`src/rtl/tkse_pkg.sv`:
```
package tkse_pkg;

    localparam int unsigned CFG_ADDR_W = 3;
    localparam int unsigned SEQ_MAX    = 8;

    // configuration register indexes
    localparam logic [CFG_ADDR_W-1:0] REG_APP_CURSOR   = 3'd0;
    localparam logic [CFG_ADDR_W-1:0] REG_NEWLINE      = 3'd1;
    localparam logic [CFG_ADDR_W-1:0] REG_ALT_IS_META  = 3'd2;
    localparam logic [CFG_ADDR_W-1:0] REG_BKSP_DEL     = 3'd3;
    localparam logic [CFG_ADDR_W-1:0] REG_META_RESERVE = 3'd4;

    typedef struct packed {
        logic app_cursor_mode;
        logic newline_mode;
        logic alt_is_meta;
        logic backspace_sends_del;
        logic meta_alone_reserved;
    } cfg_t;

    // one encoded key sequence, bytes[0] goes out first
    typedef struct packed {
        logic [3:0]                len;
        logic [SEQ_MAX-1:0][7:0]   bytes;
    } seq_t;

    // queue entry handed from the front end to the queue
    typedef struct packed {
        logic push;
        seq_t seq;
    } push_t;

endpackage

```
`src/rtl/tkse_front.sv`:
```
module tkse_front (
    input  tkse_pkg::cfg_t  cfg,
    input  logic            s_tvalid,
    output logic            s_tready,
    input  logic [31:0]     s_tdata,
    input  logic            s_tuser,
    input  logic            queue_full,
    output tkse_pkg::push_t push_out
);

    localparam logic [5:0] KEY_CUR_UP      = 6'd1;
    localparam logic [5:0] KEY_CUR_DOWN    = 6'd2;
    localparam logic [5:0] KEY_CUR_RIGHT   = 6'd3;
    localparam logic [5:0] KEY_CUR_LEFT    = 6'd4;
    localparam logic [5:0] KEY_CUR_HOME    = 6'd5;
    localparam logic [5:0] KEY_CUR_END     = 6'd6;
    localparam logic [5:0] KEY_INS         = 6'd7;
    localparam logic [5:0] KEY_DEL         = 6'd8;
    localparam logic [5:0] KEY_PGUP        = 6'd9;
    localparam logic [5:0] KEY_PGDN        = 6'd10;
    localparam logic [5:0] KEY_F1          = 6'd11;
    localparam logic [5:0] KEY_F2          = 6'd12;
    localparam logic [5:0] KEY_F3          = 6'd13;
    localparam logic [5:0] KEY_F4          = 6'd14;
    localparam logic [5:0] KEY_F5          = 6'd15;
    localparam logic [5:0] KEY_F6          = 6'd16;
    localparam logic [5:0] KEY_F7          = 6'd17;
    localparam logic [5:0] KEY_F8          = 6'd18;
    localparam logic [5:0] KEY_F9          = 6'd19;
    localparam logic [5:0] KEY_F10         = 6'd20;
    localparam logic [5:0] KEY_F11         = 6'd21;
    localparam logic [5:0] KEY_F12         = 6'd22;
    localparam logic [5:0] KEY_RETURN      = 6'd23;
    localparam logic [5:0] KEY_BKSP        = 6'd24;
    localparam logic [5:0] KEY_TAB         = 6'd25;
    localparam logic [5:0] KEY_SHIFT_TAB   = 6'd26;
    localparam logic [5:0] KEY_ESC         = 6'd27;
    localparam logic [5:0] KEY_MODIFIER    = 6'd28;
    localparam logic [5:0] KEY_A           = 6'd29;
    localparam logic [5:0] KEY_Z           = 6'd54;
    localparam logic [5:0] KEY_P_SPACE     = 6'd55;
    localparam logic [5:0] KEY_P_LBRACKET  = 6'd56;
    localparam logic [5:0] KEY_P_BSLASH    = 6'd57;
    localparam logic [5:0] KEY_P_RBRACKET  = 6'd58;
    localparam logic [5:0] KEY_P_CARET     = 6'd59;
    localparam logic [5:0] KEY_P_USCORE    = 6'd60;
    localparam logic [5:0] KEY_P_QUESTION  = 6'd61;

    localparam logic [7:0] ESC_B   = 8'h1B;
    localparam logic [7:0] CSI_B   = 8'h5B;
    localparam logic [7:0] SS3_B   = 8'h4F;
    localparam logic [7:0] SEMI_B  = 8'h3B;
    localparam logic [7:0] ONE_B   = 8'h31;
    localparam logic [7:0] TILDE_B = 8'h7E;
    localparam logic [7:0] DEL_B   = 8'h7F;
    localparam logic [7:0] BS_B    = 8'h08;

    function automatic tkse_pkg::seq_t put(tkse_pkg::seq_t s, logic [7:0] v);
        tkse_pkg::seq_t r;
        r = s;
        r.bytes[s.len[2:0]] = v;
        r.len = s.len + 4'd1;
        return r;
    endfunction

    // decimal of a value below 30, tens digit only when ten or more
    function automatic tkse_pkg::seq_t put_dec(tkse_pkg::seq_t s, logic [4:0] v);
        tkse_pkg::seq_t r;
        logic [4:0]     ones;
        r = s;
        ones = v;
        if (v >= 5'd20) begin
            r = put(r, 8'h32);
            ones = v - 5'd20;
        end else if (v >= 5'd10) begin
            r = put(r, 8'h31);
            ones = v - 5'd10;
        end
        r = put(r, 8'h30 + {4'd0, ones[3:0]});
        return r;
    endfunction

    function automatic logic [7:0] cursor_final(logic [5:0] k);
        logic [7:0] f;
        unique case (k)
            KEY_CUR_UP:    f = 8'h41;
            KEY_CUR_DOWN:  f = 8'h42;
            KEY_CUR_RIGHT: f = 8'h43;
            KEY_CUR_LEFT:  f = 8'h44;
            KEY_CUR_HOME:  f = 8'h48;
            KEY_CUR_END:   f = 8'h46;
            KEY_F1:        f = 8'h50;
            KEY_F2:        f = 8'h51;
            KEY_F3:        f = 8'h52;
            KEY_F4:        f = 8'h53;
            default:       f = 8'h41;
        endcase
        return f;
    endfunction

    function automatic logic [4:0] tilde_num(logic [5:0] k);
        logic [4:0] n;
        unique case (k)
            KEY_INS:  n = 5'd2;
            KEY_DEL:  n = 5'd3;
            KEY_PGUP: n = 5'd5;
            KEY_PGDN: n = 5'd6;
            KEY_F5:   n = 5'd15;
            KEY_F6:   n = 5'd17;
            KEY_F7:   n = 5'd18;
            KEY_F8:   n = 5'd19;
            KEY_F9:   n = 5'd20;
            KEY_F10:  n = 5'd21;
            KEY_F11:  n = 5'd23;
            KEY_F12:  n = 5'd24;
            default:  n = 5'd2;
        endcase
        return n;
    endfunction

    function automatic logic [7:0] ctrl_punct(logic [5:0] k);
        logic [7:0] c;
        unique case (k)
            KEY_P_SPACE:    c = 8'h00;
            KEY_P_LBRACKET: c = 8'h1B;
            KEY_P_BSLASH:   c = 8'h1C;
            KEY_P_RBRACKET: c = 8'h1D;
            KEY_P_CARET:    c = 8'h1E;
            KEY_P_USCORE:   c = 8'h1F;
            KEY_P_QUESTION: c = 8'h7F;
            default:        c = 8'h00;
        endcase
        return c;
    endfunction

    logic [5:0]     key_raw;
    logic [5:0]     key;
    logic [3:0]     mask;
    logic [20:0]    cp_raw;
    logic [20:0]    cp;
    logic           alt;
    logic           ctrl;
    logic           meta;
    logic           esc_prefix;
    logic [4:0]     mod_num;
    logic           dropped;
    tkse_pkg::seq_t seq;

    assign key_raw = s_tdata[5:0];
    assign mask    = s_tdata[9:6];
    assign cp_raw  = s_tdata[30:10];

    always_comb begin
        alt        = mask[1];
        ctrl       = mask[2];
        meta       = mask[3];
        esc_prefix = alt & cfg.alt_is_meta;
        mod_num    = (mask == 4'd0) ? 5'd0 : {1'b0, mask} + 5'd1;
        dropped    = cfg.meta_alone_reserved & meta & ~ctrl & ~alt;
        key        = (key_raw > KEY_P_QUESTION) ? 6'd0 : key_raw;
        // surrogates and values past the unicode range become the replacement char
        if (cp_raw > 21'h10FFFF || (cp_raw >= 21'h00D800 && cp_raw <= 21'h00DFFF)) begin
            cp = 21'h00FFFD;
        end else begin
            cp = cp_raw;
        end

        seq = '0;
        unique case (key) inside
            [KEY_CUR_UP:KEY_CUR_END], [KEY_F1:KEY_F4]: begin
                seq = put(seq, ESC_B);
                if (mod_num != 5'd0) begin
                    seq = put(seq, CSI_B);
                    seq = put(seq, ONE_B);
                    seq = put(seq, SEMI_B);
                    seq = put_dec(seq, mod_num);
                end else if (cfg.app_cursor_mode || key >= KEY_F1) begin
                    seq = put(seq, SS3_B);
                end else begin
                    seq = put(seq, CSI_B);
                end
                seq = put(seq, cursor_final(key));
            end
            [KEY_INS:KEY_PGDN], [KEY_F5:KEY_F12]: begin
                seq = put(seq, ESC_B);
                seq = put(seq, CSI_B);
                seq = put_dec(seq, tilde_num(key));
                if (mod_num != 5'd0) begin
                    seq = put(seq, SEMI_B);
                    seq = put_dec(seq, mod_num);
                end
                seq = put(seq, TILDE_B);
            end
            KEY_RETURN: begin
                seq = put(seq, 8'h0D);
                if (cfg.newline_mode) begin
                    seq = put(seq, 8'h0A);
                end
            end
            KEY_BKSP: begin
                if (esc_prefix) begin
                    seq = put(seq, ESC_B);
                end
                seq = put(seq, (cfg.backspace_sends_del ^ ctrl) ? DEL_B : BS_B);
            end
            KEY_TAB: begin
                seq = put(seq, 8'h09);
            end
            KEY_SHIFT_TAB: begin
                seq = put(seq, ESC_B);
                seq = put(seq, CSI_B);
                seq = put(seq, 8'h5A);
            end
            KEY_ESC: begin
                seq = put(seq, ESC_B);
            end
            KEY_MODIFIER: begin
                seq = '0;
            end
            default: begin
                if (ctrl && key >= KEY_A && key <= KEY_Z) begin
                    if (esc_prefix) begin
                        seq = put(seq, ESC_B);
                    end
                    seq = put(seq, {2'b00, key} - 8'd28);
                end else if (ctrl && key >= KEY_P_SPACE) begin
                    seq = put(seq, ctrl_punct(key));
                end else if (s_tuser) begin
                    if (esc_prefix) begin
                        seq = put(seq, ESC_B);
                    end
                    if (cp < 21'h000080) begin
                        seq = put(seq, {1'b0, cp[6:0]});
                    end else if (cp < 21'h000800) begin
                        seq = put(seq, {3'b110, cp[10:6]});
                        seq = put(seq, {2'b10, cp[5:0]});
                    end else if (cp < 21'h010000) begin
                        seq = put(seq, {4'b1110, cp[15:12]});
                        seq = put(seq, {2'b10, cp[11:6]});
                        seq = put(seq, {2'b10, cp[5:0]});
                    end else begin
                        seq = put(seq, {5'b11110, cp[20:18]});
                        seq = put(seq, {2'b10, cp[17:12]});
                        seq = put(seq, {2'b10, cp[11:6]});
                        seq = put(seq, {2'b10, cp[5:0]});
                    end
                end
            end
        endcase
        if (dropped) begin
            seq = '0;
        end
    end

    // empty sequences are accepted and never queued
    assign s_tready      = ~queue_full;
    assign push_out.seq  = seq;
    assign push_out.push = s_tvalid & ~queue_full & (seq.len != 4'd0);

endmodule

```
`src/rtl/tkse_queue.sv`:
```
module tkse_queue #(
    parameter int unsigned DEPTH = 2
) (
    input  logic            aclk,
    input  logic            aresetn,
    input  tkse_pkg::push_t push_in,
    output logic            full,
    output logic            not_empty,
    output tkse_pkg::seq_t  head,
    input  logic            pop
);

    localparam int unsigned PTR_W = $clog2(DEPTH);
    localparam int unsigned CNT_W = $clog2(DEPTH + 1);

    tkse_pkg::seq_t   mem_reg [DEPTH];
    logic [PTR_W-1:0] wr_ptr_reg;
    logic [PTR_W-1:0] wr_ptr_next;
    logic [PTR_W-1:0] rd_ptr_reg;
    logic [PTR_W-1:0] rd_ptr_next;
    logic [CNT_W-1:0] count_reg;
    logic [CNT_W-1:0] count_next;

    assign full      = (count_reg == CNT_W'(DEPTH));
    assign not_empty = (count_reg != '0);
    assign head      = mem_reg[rd_ptr_reg];

    always_comb begin
        wr_ptr_next = wr_ptr_reg;
        rd_ptr_next = rd_ptr_reg;
        count_next  = count_reg;
        if (push_in.push) begin
            wr_ptr_next = (wr_ptr_reg == PTR_W'(DEPTH - 1)) ? '0 : wr_ptr_reg + 1'b1;
        end
        if (pop) begin
            rd_ptr_next = (rd_ptr_reg == PTR_W'(DEPTH - 1)) ? '0 : rd_ptr_reg + 1'b1;
        end
        if (push_in.push && !pop) begin
            count_next = count_reg + 1'b1;
        end else if (!push_in.push && pop) begin
            count_next = count_reg - 1'b1;
        end
    end

    always_ff @(posedge aclk) begin
        if (!aresetn) begin
            wr_ptr_reg <= '0;
            rd_ptr_reg <= '0;
            count_reg  <= '0;
        end else begin
            wr_ptr_reg <= wr_ptr_next;
            rd_ptr_reg <= rd_ptr_next;
            count_reg  <= count_next;
        end
    end

    always_ff @(posedge aclk) begin
        if (push_in.push) begin
            mem_reg[wr_ptr_reg] <= push_in.seq;
        end
    end

`ifndef NO_ASSERTIONS
    a_no_push_full: assert property (@(posedge aclk) disable iff (!aresetn)
        full |-> !push_in.push) else $error("push into full queue");
    a_no_pop_empty: assert property (@(posedge aclk) disable iff (!aresetn)
        pop |-> not_empty) else $error("pop from empty queue");
    a_count_range: assert property (@(posedge aclk) disable iff (!aresetn)
        count_reg <= CNT_W'(DEPTH)) else $error("queue count past depth");
`endif

endmodule

```
`src/rtl/tkse_back.sv`:
```
module tkse_back (
    input  logic           aclk,
    input  logic           aresetn,
    input  logic           not_empty,
    input  tkse_pkg::seq_t head,
    output logic           pop,
    output logic           m_tvalid,
    input  logic           m_tready,
    output logic [7:0]     m_tdata,
    output logic           m_tlast
);

    logic [2:0] pos_reg;
    logic [2:0] pos_next;
    logic       m_tvalid_reg;
    logic [7:0] m_tdata_reg;
    logic       m_tlast_reg;
    logic       out_load;
    logic       take;
    logic       is_last;

    always_comb begin
        out_load = ~m_tvalid_reg | m_tready;
        take     = out_load & not_empty;
        is_last  = ({1'b0, pos_reg} + 4'd1) == head.len;
        pop      = take & is_last;
        pos_next = pos_reg;
        if (take) begin
            pos_next = is_last ? 3'd0 : pos_reg + 3'd1;
        end
    end

    always_ff @(posedge aclk) begin
        if (!aresetn) begin
            pos_reg      <= '0;
            m_tvalid_reg <= 1'b0;
        end else begin
            pos_reg <= pos_next;
            if (out_load) begin
                m_tvalid_reg <= not_empty;
            end
        end
    end

    always_ff @(posedge aclk) begin
        if (take) begin
            m_tdata_reg <= head.bytes[pos_reg];
            m_tlast_reg <= is_last;
        end
    end

    assign m_tvalid = m_tvalid_reg;
    assign m_tdata  = m_tdata_reg;
    assign m_tlast  = m_tlast_reg;

`ifndef NO_ASSERTIONS
    a_pos_in_range: assert property (@(posedge aclk) disable iff (!aresetn)
        not_empty |-> ({1'b0, pos_reg} < head.len)) else $error("byte index past sequence");
    a_pop_marks_last: assert property (@(posedge aclk) disable iff (!aresetn)
        pop |=> (m_tvalid_reg && m_tlast_reg)) else $error("pop without last byte out");
    a_len_nonzero: assert property (@(posedge aclk) disable iff (!aresetn)
        not_empty |-> (head.len != 4'd0 && head.len <= 4'd8)) else $error("bad queued length");
`endif

endmodule

```
`src/rtl/terminal_key_sequence_encoder.sv`:
```
// terminal key sequence encoder
// input channel s_*: one key press per transaction, output channel m_*: one byte
// per transaction with m_tlast on the final byte of each key's sequence
// a key press that maps to no bytes is taken and produces no output transaction
// the front end accepts a press and builds its whole byte sequence in the same
// cycle, a short queue of QUEUE_DEPTH sequences holds them, the back end
// shifts out one byte per cycle from the queue head into the output register
// while the receiver does not stall; the first byte of a press is written into the
// queue and then loaded into the output register; a press yields 1 to 8 bytes, and
// presses keep being accepted while the queue has room
// when the receiver stalls the output register holds, the queue fills, then
// s_tready falls until the last byte of the oldest sequence enters the output register
// configuration writes take effect on the next press and should come only
// while the block is idle
// reset (aresetn low, synchronous) clears the queue, the output valid flag and
// all configuration bits to zero
module terminal_key_sequence_encoder #(
    parameter int unsigned QUEUE_DEPTH = 2  // 2 or more
) (
    input  logic                              aclk,
    input  logic                              aresetn,
    // configuration write port
    input  logic                              cfg_wr_en,
    input  logic [tkse_pkg::CFG_ADDR_W-1:0]   cfg_addr,
    input  logic                              cfg_wdata,
    // key press input
    input  logic                              s_tvalid,
    output logic                              s_tready,
    input  logic [31:0]                       s_tdata,  // key_class[5:0], modifier_mask[9:6], text_code_point[30:10], zero[31]
    input  logic                              s_tuser,  // has_text
    // byte output
    output logic                              m_tvalid,
    input  logic                              m_tready,
    output logic [7:0]                        m_tdata,  // out_byte
    output logic                              m_tlast   // last_byte
);

    tkse_pkg::cfg_t  cfg_reg;
    tkse_pkg::push_t push;
    tkse_pkg::seq_t  head;
    logic            queue_full;
    logic            queue_not_empty;
    logic            pop;

    // register writes, indexes outside the list are ignored
    always_ff @(posedge aclk) begin
        if (!aresetn) begin
            cfg_reg <= '0;
        end else if (cfg_wr_en) begin
            case (cfg_addr)
                tkse_pkg::REG_APP_CURSOR:   cfg_reg.app_cursor_mode     <= cfg_wdata;
                tkse_pkg::REG_NEWLINE:      cfg_reg.newline_mode        <= cfg_wdata;
                tkse_pkg::REG_ALT_IS_META:  cfg_reg.alt_is_meta         <= cfg_wdata;
                tkse_pkg::REG_BKSP_DEL:     cfg_reg.backspace_sends_del <= cfg_wdata;
                tkse_pkg::REG_META_RESERVE: cfg_reg.meta_alone_reserved <= cfg_wdata;
                default: begin
                end
            endcase
        end
    end

    // classify the press and build its byte sequence
    tkse_front u_front (
        .cfg        (cfg_reg),
        .s_tvalid   (s_tvalid),
        .s_tready   (s_tready),
        .s_tdata    (s_tdata),
        .s_tuser    (s_tuser),
        .queue_full (queue_full),
        .push_out   (push)
    );

    // decouples press acceptance from byte output
    tkse_queue #(
        .DEPTH (QUEUE_DEPTH)
    ) u_queue (
        .aclk      (aclk),
        .aresetn   (aresetn),
        .push_in   (push),
        .full      (queue_full),
        .not_empty (queue_not_empty),
        .head      (head),
        .pop       (pop)
    );

    // one byte per output transaction
    tkse_back u_back (
        .aclk      (aclk),
        .aresetn   (aresetn),
        .not_empty (queue_not_empty),
        .head      (head),
        .pop       (pop),
        .m_tvalid  (m_tvalid),
        .m_tready  (m_tready),
        .m_tdata   (m_tdata),
        .m_tlast   (m_tlast)
    );

endmodule
```
`config.mk`:
```
export PLATFORM = sky130hd
export DESIGN_NAME = terminal_key_sequence_encoder
export DESIGN_NICKNAME = d
export VERILOG_FILES = /design/src/rtl/tkse_pkg.sv /design/src/rtl/tkse_front.sv /design/src/rtl/tkse_queue.sv /design/src/rtl/tkse_back.sv /design/src/rtl/terminal_key_sequence_encoder.sv
export SDC_FILE = /design/constraint.sdc
export NUM_CORES = 1
export LEC_CHECK = 0
export ABC_AREA = 1
export BUFFER_PORTS_ARGS = -buffer_cell sky130_fd_sc_hd__buf_2
export CAP_MARGIN = 20
export CELL_PAD_IN_SITES_DETAIL_PLACEMENT = 0
export CELL_PAD_IN_SITES_GLOBAL_PLACEMENT = 1
export CORE_UTILIZATION = 50
export DETAILED_ROUTE_END_ITERATION = 8
export PLACE_DENSITY = 0.94
export SYNTH_ARGS = -nofsm -noshare
export SYNTH_HDL_FRONTEND = slang
export SYNTH_SLANG_ARGS = --single-unit
```
`constraint.sdc`:
```
create_clock -name aclk -period 16 [get_ports aclk]
set_input_delay 2.4 -clock aclk [delete_from_list [all_inputs] [get_ports aclk]]
set_output_delay 2.4 -clock aclk [all_outputs]
set_load 0.01 [all_outputs]
```
### After elaboration in Yosys (flattened, before gate mapping)

Memory sizes are Yosys's and may differ from the RTL's. A register that Yosys moved wholly into a read port is not among the register bits.
Cells that the tools add are included.

| word-level totals | value |
|---|---|
| register bits after elaboration | 22 |
| bits in writable memories | 136 |
| ROM bits | 240 |
| bits of input ports | 42 |
| output and inout port bits | 11 |
| word-level logic and storage cells | 281 |
| memories | 3 |

Memory list:

| name | words | width | read ports | clocked after Yosys merged registers in | write ports | RTL line | source |
|---|---|---|---|---|---|---|---|
| (name not given) | 32 | 5 | 1 | 0 | 0 | tkse_front.sv:103 | `unique case (k)` |
| u_queue.mem_reg | 2 | 68 | 1 | 1 | 1 | tkse_queue.sv:16 | `tkse_pkg::seq_t mem_reg [DEPTH];` |
| (name not given) | 16 | 5 | 1 | 0 | 0 | tkse_front.sv:85 | `unique case (k)` |

| operators by class | value |
|---|---|
| add/sub/neg operators | 28 |
| $lt $le $gt $ge | 49 |
| equality and inequality tests | 18 |
| multiplexer cells | 103 |
| bitwise gates (word level) | 26 |
| reductions and logical operators | 42 |

Operators by type and width:

| cell | number |
|---|---|
| 2-to-1 mux 68 bit | 26 |
| bitwise mux 64 bit | 16 |
| case mux 68 bit (8 select lines) | 1 |
| demux 8 bit (select 3 bit) | 13 |
| 2-to-1 mux 65 bit | 4 |
| 2-to-1 mux 8 bit | 16 |
| bitwise AND 40 bit | 2 |
| NOT 40 bit | 2 |
| 2-to-1 mux 66 bit | 1 |
| less-than comparator 3 x 4 -> 1 bit, second input constant | 14 |
| adder 4 x 1 -> 4 bit, second input constant | 13 |
| OR 24 bit | 2 |
| OR 48 bit | 1 |
| case mux 7 bit (6 select lines) | 1 |
| OR 40 bit | 1 |
| >= comparator 3 x 1 -> 1 bit, second input constant | 13 |
| equality test 6 x 5 -> 1 bit, second input constant | 6 |
| equality test 6 bit, second input constant | 6 |
| 2-to-1 mux 4 bit | 8 |
| bitwise AND 24 bit | 1 |
| binary-select mux 8 bit (select 3 bit) | 1 |
| NOT 24 bit | 1 |
| logical AND 1 bit | 23 |
| adder 6 x 4 -> 7 bit, first input constant | 3 |
| 57 further kinds | 91 |

### Longest topological paths before layout

Gate-level depths: netlist of run 1.

| logic depth | value |
|---|---|
| depth in word-level cells | 43 |
| gate-level depth with buffers | 41 |
| mapped depth without buffers | 41 |

### Modules after synthesis

A second synthesis of run 1 with hierarchy kept.

| second synthesis, totals | value |
|---|---|
| cells, all modules | 1222 |
| area, all modules | 10372.4 um2 |

Modules (own cells, without submodules):

| module | times used | cells an instance | area each (um2) | seq. area each (um2) |
|---|---|---|---|---|
| tkse_queue | 1 | 247 | 5225.0 | 4184.0 |
| tkse_front | 1 | 748 | 3711.1 | 0.0 |
| tkse_back | 1 | 190 | 1193.6 | 350.3 |
| terminal_key_sequence_encoder | 1 | 37 | 242.7 | 100.1 |

### Least setup slack after synthesis of run 1

OpenSTA, ideal clock, no wires.

| timing | value |
|---|---|
| path type | input to register |
| start | input s_tdata[2] |
| end | memory u_queue.mem_reg[0][0] (netlist name), enable pin |
| library setup time | 0.488 ns |
| arrival time | 8.886 ns |
| data required time | 15.512 ns |
| slack | 6.626 ns |
| cell stages on the path | 35 |
| buffers on the path | 0 |
| cells stage by stage | ha_1 > nand2_4 > nor2_4 > nor2_1 > ha_1 > inv_1 > nand2_1 > nand3_1 > o21ai_0 > inv_1 > nor2_1 > inv_1 > ha_1 > inv_1 > nor2_1 > nand2_1 > nand2_2 > ha_1 > inv_1 > a21oi_1 > inv_1 > ha_1 > nand2_1 > nand3_1 > nand2_1 > inv_1 > ha_1 > nand2_1 > nand3_1 > nand3_1 > nand3_1 > nor2_2 > nand2_2 > nand2_1 > nor2_1 |

| between the ends | value |
|---|---|
| word-level cells in the longest chain between the ends | 26 |
| elaborated cells on any way between the ends | 55 |
| classes of those cells | add/sub (5); order compare (14); eq/ne (6); mux (18); bitwise (1); reduce/logical (10); memory (1) |

Ends and longest elaborated chain:

| what | RTL line | source |
|---|---|---|
| start, declared | terminal_key_sequence_encoder.sv:29 | `input logic [31:0] s_tdata,` |
| > comparator 6 bit | tkse_front.sv:160 | `key = (key_raw > KEY_P_QUESTION) ? 6'd0 : key_raw;` |
| 2-to-1 mux 6 bit * | tkse_front.sv:160 |  |
| memory (32 x 5 bit) | -- |  |
| 2-to-1 mux 5 bit | tkse_front.sv:103 |  |
| 2-to-1 mux 5 bit | tkse_front.sv:169 | `unique case (key) inside` |
| >= comparator 5 x 4 -> 1 bit | tkse_front.sv:75 | `end else if (v >= 5'd10) begin` |
| 2-to-1 mux 65 bit | tkse_front.sv:75 |  |
| 2-to-1 mux 65 bit | tkse_front.sv:72 | `if (v >= 5'd20) begin` |
| (+10 left out) | -- |  |
| 2-to-1 mux 68 bit | tkse_front.sv:169 |  |
| adder 4 x 1 -> 4 bit | tkse_front.sv:62 | `r.len = s.len + 4'd1;` |
| case mux 68 bit (8 select lines) * | tkse_front.sv:169 |  |
| 2-to-1 mux 68 bit * | tkse_front.sv:250 | `if (dropped) begin` |
| nonzero test 4 bit * | tkse_front.sv:258 | `assign push_out.push = s_tvalid & ~queue_full & (seq.len != 4'd0);` |
| bitwise AND 1 bit * | tkse_front.sv:258 |  |
| 2-to-1 mux 1 bit * | tkse_queue.sv:58 | `if (push_in.push) begin` |
| 2-to-1 mux 1 bit (not written as such) * | tkse_queue.sv:59 | `mem_reg[wr_ptr_reg] <= push_in.seq;` |
| end, declared | tkse_queue.sv:16 |  |

Mark *: on every way between the ends. The rest lies on a longest branch, timed or not. The select of a mux whose other input is x is not followed.

### Final worst setup path of run 1

| timing | value |
|---|---|
| start | input s_tdata[2] |
| end | memory u_queue.mem_reg[0][35] (netlist name), enable pin |

Same word-level chain as after synthesis.

==> qor.yml, run 1 <==
synth:
  syn_inst: 1246
  synth_warnings: 0
  synth_area_um2: 9930
  synth_fp_nets: 1316
  ys_seq_area_frac: 0.448
  synth_edf_count: 139
  ys_types: 58
  postSynth.asyncResetShare: 0
  synth.most_common_cell: "nand2_1"
  synth_top_area_frac: 0.420
  synth_seq_cells: 153
  netlist_top_cells_area: "edfxtp_1 (42%), nand2_1 (8.2%), o21ai_0 (7.2%)"
  syn_area_per_cell_um2: 7.97
  synthTopCellsByCount: "nand2_1 (216), nor2_1 (182), o21ai_0 (142)"
  yosys.area.top_type: "edfxtp_1"
  synth_flop_cell: "edfxtp_1"
power:
  power.density_nw_per_um2: 132
  seq_power_share: 0.398
  p_int_mw: 0.926
  clkPwrFrac: 0.281
  p_sw_frac: 0.362
  worst_ir_drop_vdd_mv: 0.0843
  leakagePower_nw: 4.59
  combPwrFrac: 0.321
  p_switching_mw: 0.527
cells_and_area:
  drive_gt1_frac: 0.118
  multi_input_area_um2: 4700
  largest_reg_flops: 130
  final_util: 0.565
  fillCellCount: 1785
  num_antenna_cells: 0
  finalInstanceArea_um2: 11000
  nets: 1345
  area_delta_synth_final_pct: 10.8
  seqCellArea_um2: 4460
worst_setup_path:
  end_kind: "flop"
  critPathLaunch: "s_tdata[2]"
  critPathMostFrequentCell: "inv_1"
  startpoint_type: "input port"
  worstPathMaxFanout: 65
  crit_arrival_ns: 7.92
  required_ns: 16.04
  r2r-start: "cfg_reg[2]$_SDFFE_PN0P_"
  cp_slowest_cell: "buf_4"
  cpPeakStageDelay_ns: 0.65
  worstSetupPathType: "in2reg"
detailed_routing:
  maxUsedRoutingLayer: "met4"
  via_per_inst: 5.81
  wirelength_mm: 28.0
  dr.pass1.iters: 6
  wl_per_cell_um: 18.0
  antenna_left: 0
  drt_iter0_drc: 972
  dr_total_vias: 9026
  wl_met1_mm: 12.3
  drc_errors: 0
  wl_met3_mm: 1.84
  met2WireLength_mm: 12.9
placement:
  placed_cell_area_um2: 10400
  routabilityCongestion: 0.968
  dp_hpwl_mm: 20.0
  port_buffers: 51
run:
  max_cap_violations: 0
timing:
  tns_ns: 0
  setup_viol: 0
  worst_pin_slew_ns: 0.896
  fin_skew_ns: 0.0151
  final_hold_viol_count: 0
  min_period_ns: 7.88
  final_max_slew_viol_count: 0
  max_freq_ghz: 0.127
  relSlewSlack: 0.400
  finalCritPeriodShare: 0.493
  rsz0062_at_grt: "false"
cts:
  cts_tree: "done"
  clkTransAtPathRegs_ns: 0.06
  cts_max_level: 4
  clk-insertion-delay-late_ns: 0.43
  holdBufCountCts: 0
  cts_buffers: 17
  ctsResizeCount: 0
  numClockSinks: 153
  cts_max_path_buffers: 2
  post_cts_buffers: 0
  clockRootBuffer: "clkbuf_16"
die:
  die_x_um: 143
  core_area_um2: 19500
  dieArea_um2: 20400
  num_rows: 51
  start_util: 0.510
  ios: 53
  die_height_um: 143
grt:
  grt_pass1_vias: 8323
  grt_start_max_net_pins: 67
  grt_pass1_wl_mm: 44.1
  antenna_found_initial: 0
  overflow: 0
  track_usage: 0.283
worst_hold_path:
  holdCritStartpoint: "u_queue.count_reg[1]$_SDFFE_PN0P_"
  hold_class: "reg2reg"
outcome:
  outcome: "complete, no violations"
==> power by group through the flow <==
stage	clock [mW]	sequential, mW	combinational (mW)
after floorplan	0	0.593	0.309
after global placement	0	0.583	0.451
after detailed placement	0	0.586	0.459
after CTS	0.411	0.578	0.462
after global routing	0.430	0.586	0.516
final	0.409	0.578	0.466
==> cells in the final DEF (no fill, tap or decap), drive strengths merged, types with 3 or more instances in the layout <==
cell    count
nand3      77
nor2      194
nor4        4
a211oi      7
o21ai     151
nand2     231
ha         28
nand4      12
dfxtp      14
a31oi      10
xnor2       4
or2         5
xor2        5
edfxtp    139
o211ai     17
buf        62
a21oi      62
clkbuf     18
nor3       15
o31ai       4
o22ai      16
o221ai     23
inv       161
a221oi      3
==> layer usage <==
layer / GRT usage / vias to the layer above
li1: - / 4365
met5: 0 / -
met4: 0.116 / 0
met2: 0.445 / 375
met1: 0.397 / 4240
met3: 0.0312 / 46
==> final timing paths <==
check                                       to  slack, ns  depth (start not counted)
max           u_queue.mem_reg[0][35]$_DFFE_PP_       8.12                         37
min          u_queue.count_reg[1]$_SDFFE_PN0P_       0.50                          2
max reg2reg   u_queue.mem_reg[0][35]$_DFFE_PP_      12.40                         15
min reg2reg  u_queue.count_reg[1]$_SDFFE_PN0P_       0.50                          2
==> per-stage QoR <==
step                      power [mW]  cells  setup slack (ns)  hold WS (ns)
final                           1.45   1553              8.12         0.502
after detailed placement        1.05   1521              7.70         0.488
after global routing            1.53   1553              7.62         0.536
after floorplan                0.902   1246              6.63         0.423
after global placement          1.03   1521              7.85         0.485
after CTS                       1.45   1553              8.13         0.504
==> kinds of logic (layout without fill, tap and decap cells) <==
logic type	count (synthesis)	count (layout)	synth area share
flip-flops	153	153	0.448
AND/OR/NAND/NOR	542	542	0.242
XOR/XNOR	9	9	0.00793
buffers and inverters	201	243	0.0792
AO/OA/AOI/OAI	313	313	0.188
adder cells (fa/ha/maj)	28	28	0.0353
==> critical path, delay by kind of cell <==
family / cells / cell delay, ns
buffers and inverters: 9 / 1.32
AOI/OAI and AO/OA: 2 / 0.36
and+or+nand+nor: 20 / 2.09
adders and majority gates: 6 / 1.66
==> area by class of cell <==
| type | count | share of cell area |
|---|---|---|
| Multi-Input combinational cell | 892 | 0.427 |
| Sequential cell | 153 | 0.405 |
| Inverter | 149 | 0.0513 |
| Clock buffer | 18 | 0.0409 |
| Timing Repair Buffer | 62 | 0.0307 |
| Tap cell | 265 | 0.0301 |
| Clock inverter | 14 | 0.0149 |
(Power assumes the default switching activity.)
==> run 2: changes to the inputs <==
CORE_UTILIZATION = 47   (was 50)
PLACE_DENSITY = 0.89   (was 0.94)
clock period = 7.6 ns   (was 16 ns; I/O delays follow)
==> run 2 against run 1 <==
  * Global-route usage decreased by 1.3 points
  * Non-clock buffer count increased by 1
  * Clock skew decreased by 0.0043 ns
  * Register-to-register slack got worse by 8.5 ns
  * Critical path depth increased by 4
  * Flip-flop and latch count unchanged
  * Worst hold slack improved by 0.0095 ns
  * Critical endpoint is now u_queue.count_reg[1]$_SDFFE_PN0P_
  * Largest power group unchanged
==> qor.yml, run 2 (same netlist as run 1, synthesis figures left out) <==
worst_setup_path:
  r2r-start: "cfg_reg[0]$_SDFFE_PN0P_"
  startpoint_type: "input port"
  critPathLaunch: "s_tdata[2]"
  end_kind: "flop"
  rrSetupSlack_ns: 3.92  # -8.48 ns
  setup.worst_path.end: "u_queue.count_reg[1]$_SDFFE_PN0P_"
  cpPeakStageDelay_ns: 0.34  # -0.31 ns
  reg2reg_depth: 14  # -1
  worstPathMaxFanout: 8  # -88%
  critPathMostFrequentCell: "inv_1"
  worstSetupPathType: "in2reg"
  crit_arrival_ns: 6.74  # -1.18 ns
  required_ns: 7.90  # -8.14 ns
  r2r-end: "u_queue.count_reg[1]$_SDFFE_PN0P_"
  cp_slowest_cell: "ha_1"
power:
  worst_ir_drop_vdd_mv: 0.187  # +120%
  leakagePower_nw: 4.58  # -0.25%
  finalPower_mw: 3.03  # +110%
  power.density_nw_per_um2: 275  # +110%
  combPwrFrac: 0.323  # +0.002
  p_sw_frac: 0.359  # -0.00391
  p_switching_mw: 1.09  # +110%
  clkPwrFrac: 0.269  # -0.012
  p_int_mw: 1.94  # +110%
  seq_power_share: 0.408  # +0.010
die:
  core_area_um2: 20500  # +5.3%
  num_rows: 52  # +2.0%
  die_x_um: 147  # +3.1%
  die_height_um: 147  # +3.1%
  start_util: 0.485  # -0.0257
  ios: 53  # unchanged
  dieArea_um2: 21700  # +6.3%
grt:
  grt-busiest-layer: "met2"
  grt_pass1_vias: 8476  # +1.8%
  grt_use_met3: 0.0318  # +0.000603
  grt_pass1_wl_mm: 45.4  # +3.0%
  met2_usage: 0.431  # -0.0140
  antenna_found_initial: 0  # unchanged
  grtUsageMet1: 0.375  # -0.0228
  overflow: 0  # unchanged
  track_usage: 0.270  # -0.0126
  grt_start_max_net_pins: 67  # unchanged
outcome:
  outcome: "complete, no violations"
cells_and_area:
  layout.cells.most_common: "nand2_1"
  num_antenna_cells: 0  # unchanged
  area_delta_synth_final_pct: 10.9
  largest_reg_flops: 130  # unchanged
  nets: 1346  # +0.074%
  final_util: 0.537  # -0.0279
  final_cell_mix: "nand2_1 (216), nor2_1 (181), o21ai_0 (142)"
  finalInstanceArea_um2: 11000  # +0.10%
  drive_gt1_frac: 0.119  # +0.000684
detailed_routing:
  via_per_inst: 5.78  # -0.63%
  dr_total_vias: 9004  # -0.24%
  drt_iter0_drc: 979  # +0.72%
  drc_errors: 0  # unchanged
  wirelength_mm: 28.3  # +1.1%
  dr.pass1.iters: 5  # -1
  antenna_left: 0  # unchanged
  wl_per_cell_um: 18.2  # +0.74%
timing:
  finalCritPeriodShare: 0.848
  relSlewSlack: 0.263  # -0.137
  final_max_slew_viol_count: 0  # unchanged
  min_period_ns: 6.44
  max_freq_ghz: 0.155
  rsz0062_at_grt: "false"
  fin_skew_ns: 0.0109  # -0.00427 ns
  tns_ns: 0  # unchanged
  final_hold_viol_count: 0  # unchanged
  worst_pin_slew_ns: 1.10  # +0.207 ns
  setup_viol: 0  # unchanged
cts:
  clockRootBuffer: "clkbuf_16"
  cts_tree: "done"
  ctsResizeCount: 0  # unchanged
  cts_buffers: 17  # unchanged
  cts_max_path_buffers: 2  # unchanged
  clkTransAtPathRegs_ns: 0.06  # about the same
  numClockSinks: 153  # unchanged
  holdBufCountCts: 0  # unchanged
  post_cts_buffers: 0  # unchanged
  cts_max_level: 4  # unchanged
  clk-insertion-delay-late_ns: 0.42  # about the same
placement:
  placed_cell_area_um2: 10400  # +0.18%
  routabilityCongestion: 0.961  # -0.64%
  port_buffers: 51  # unchanged
  dp_hpwl_mm: 20.3  # +1.6%
run:
  max_cap_violations: 0  # unchanged
worst_hold_path:
  hold_class: "reg2reg"
-- run 2: cell types whose count changed in the layout (fill, tap and decap cells not counted), sizes merged --
cell      change
buf           +1
clkinv        +1
clkbuf        +1
inv           -5
clkinvlp      +3
-- run 2: stage by stage --
| stage | hold WS [ns] | worst slack (ns) | cells |
|---|---|---|---|
| after floorplan | 0.423 | 0.574 | 1246 |
| after global routing | 0.534 | 0.425 | 1559 |
| after global placement | 0.484 | 0.909 | 1526 |
| after detailed placement | 0.497 | 0.793 | 1526 |
| final | 0.512 | 1.16 | 1559 |
| after CTS | 0.507 | 1.22 | 1558 |
-- run 2: worst max-delay path: cells and delay by family --
family | cells | cell delay [ns]
buf+inv | 9 | 0.74
simple gates | 19 | 2.07
compound gates | 6 | 0.82
fa+ha+maj | 7 | 1.95
-- run 2: layer usage --
layer | up-vias | wire length [um]
met4 | 0 | 962
met5 | - | 0
li1 | 4358 | -
met2 | 394 | 12900
met3 | 52 | 2020
met1 | 4200 | 12400
-- run 2: power groups by stage --
stage / combinational (mW) / clock [mW] / sequential (mW)
floorplan: 0.651 / 0 / 1.25
global placement: 0.928 / 0 / 1.26
detailed placement: 0.943 / 0 / 1.27
CTS: 0.952 / 0.823 / 1.25
global route: 1.09 / 0.855 / 1.25
finish: 0.978 / 0.814 / 1.24
-- run 2: cell type report --
class	instances	area (um2)
multi-input combinational	892	4700
sequential	153	4460
inverter	149	564
fill	1941	9480
clock buffer	19	453
timing repair buffer	63	370
tap	270	338
clock inverter	13	134
-- run 2: worst min-delay path by stage --
stage	startpoint	endpoint	slack, ns	depth (start not counted)
2_1_floorplan	cfg_reg[0]$_SDFFE_PN0P_	cfg_reg[0]$_SDFFE_PN0P_	0.42	2
3_3_place_gp	u_queue.rd_ptr_reg$_SDFFE_PN0P_	u_queue.rd_ptr_reg$_SDFFE_PN0P_	0.48	2
4_1_cts	u_queue.count_reg[1]$_SDFFE_PN0P_	u_queue.count_reg[1]$_SDFFE_PN0P_	0.51	2
6_report	u_queue.count_reg[1]$_SDFFE_PN0P_	u_queue.count_reg[1]$_SDFFE_PN0P_	0.51	2
5_1_grt	cfg_reg[1]$_SDFFE_PN0P_	cfg_reg[1]$_SDFFE_PN0P_	0.53	2
3_5_place_dp	u_queue.count_reg[1]$_SDFFE_PN0P_	u_queue.count_reg[1]$_SDFFE_PN0P_	0.50	2
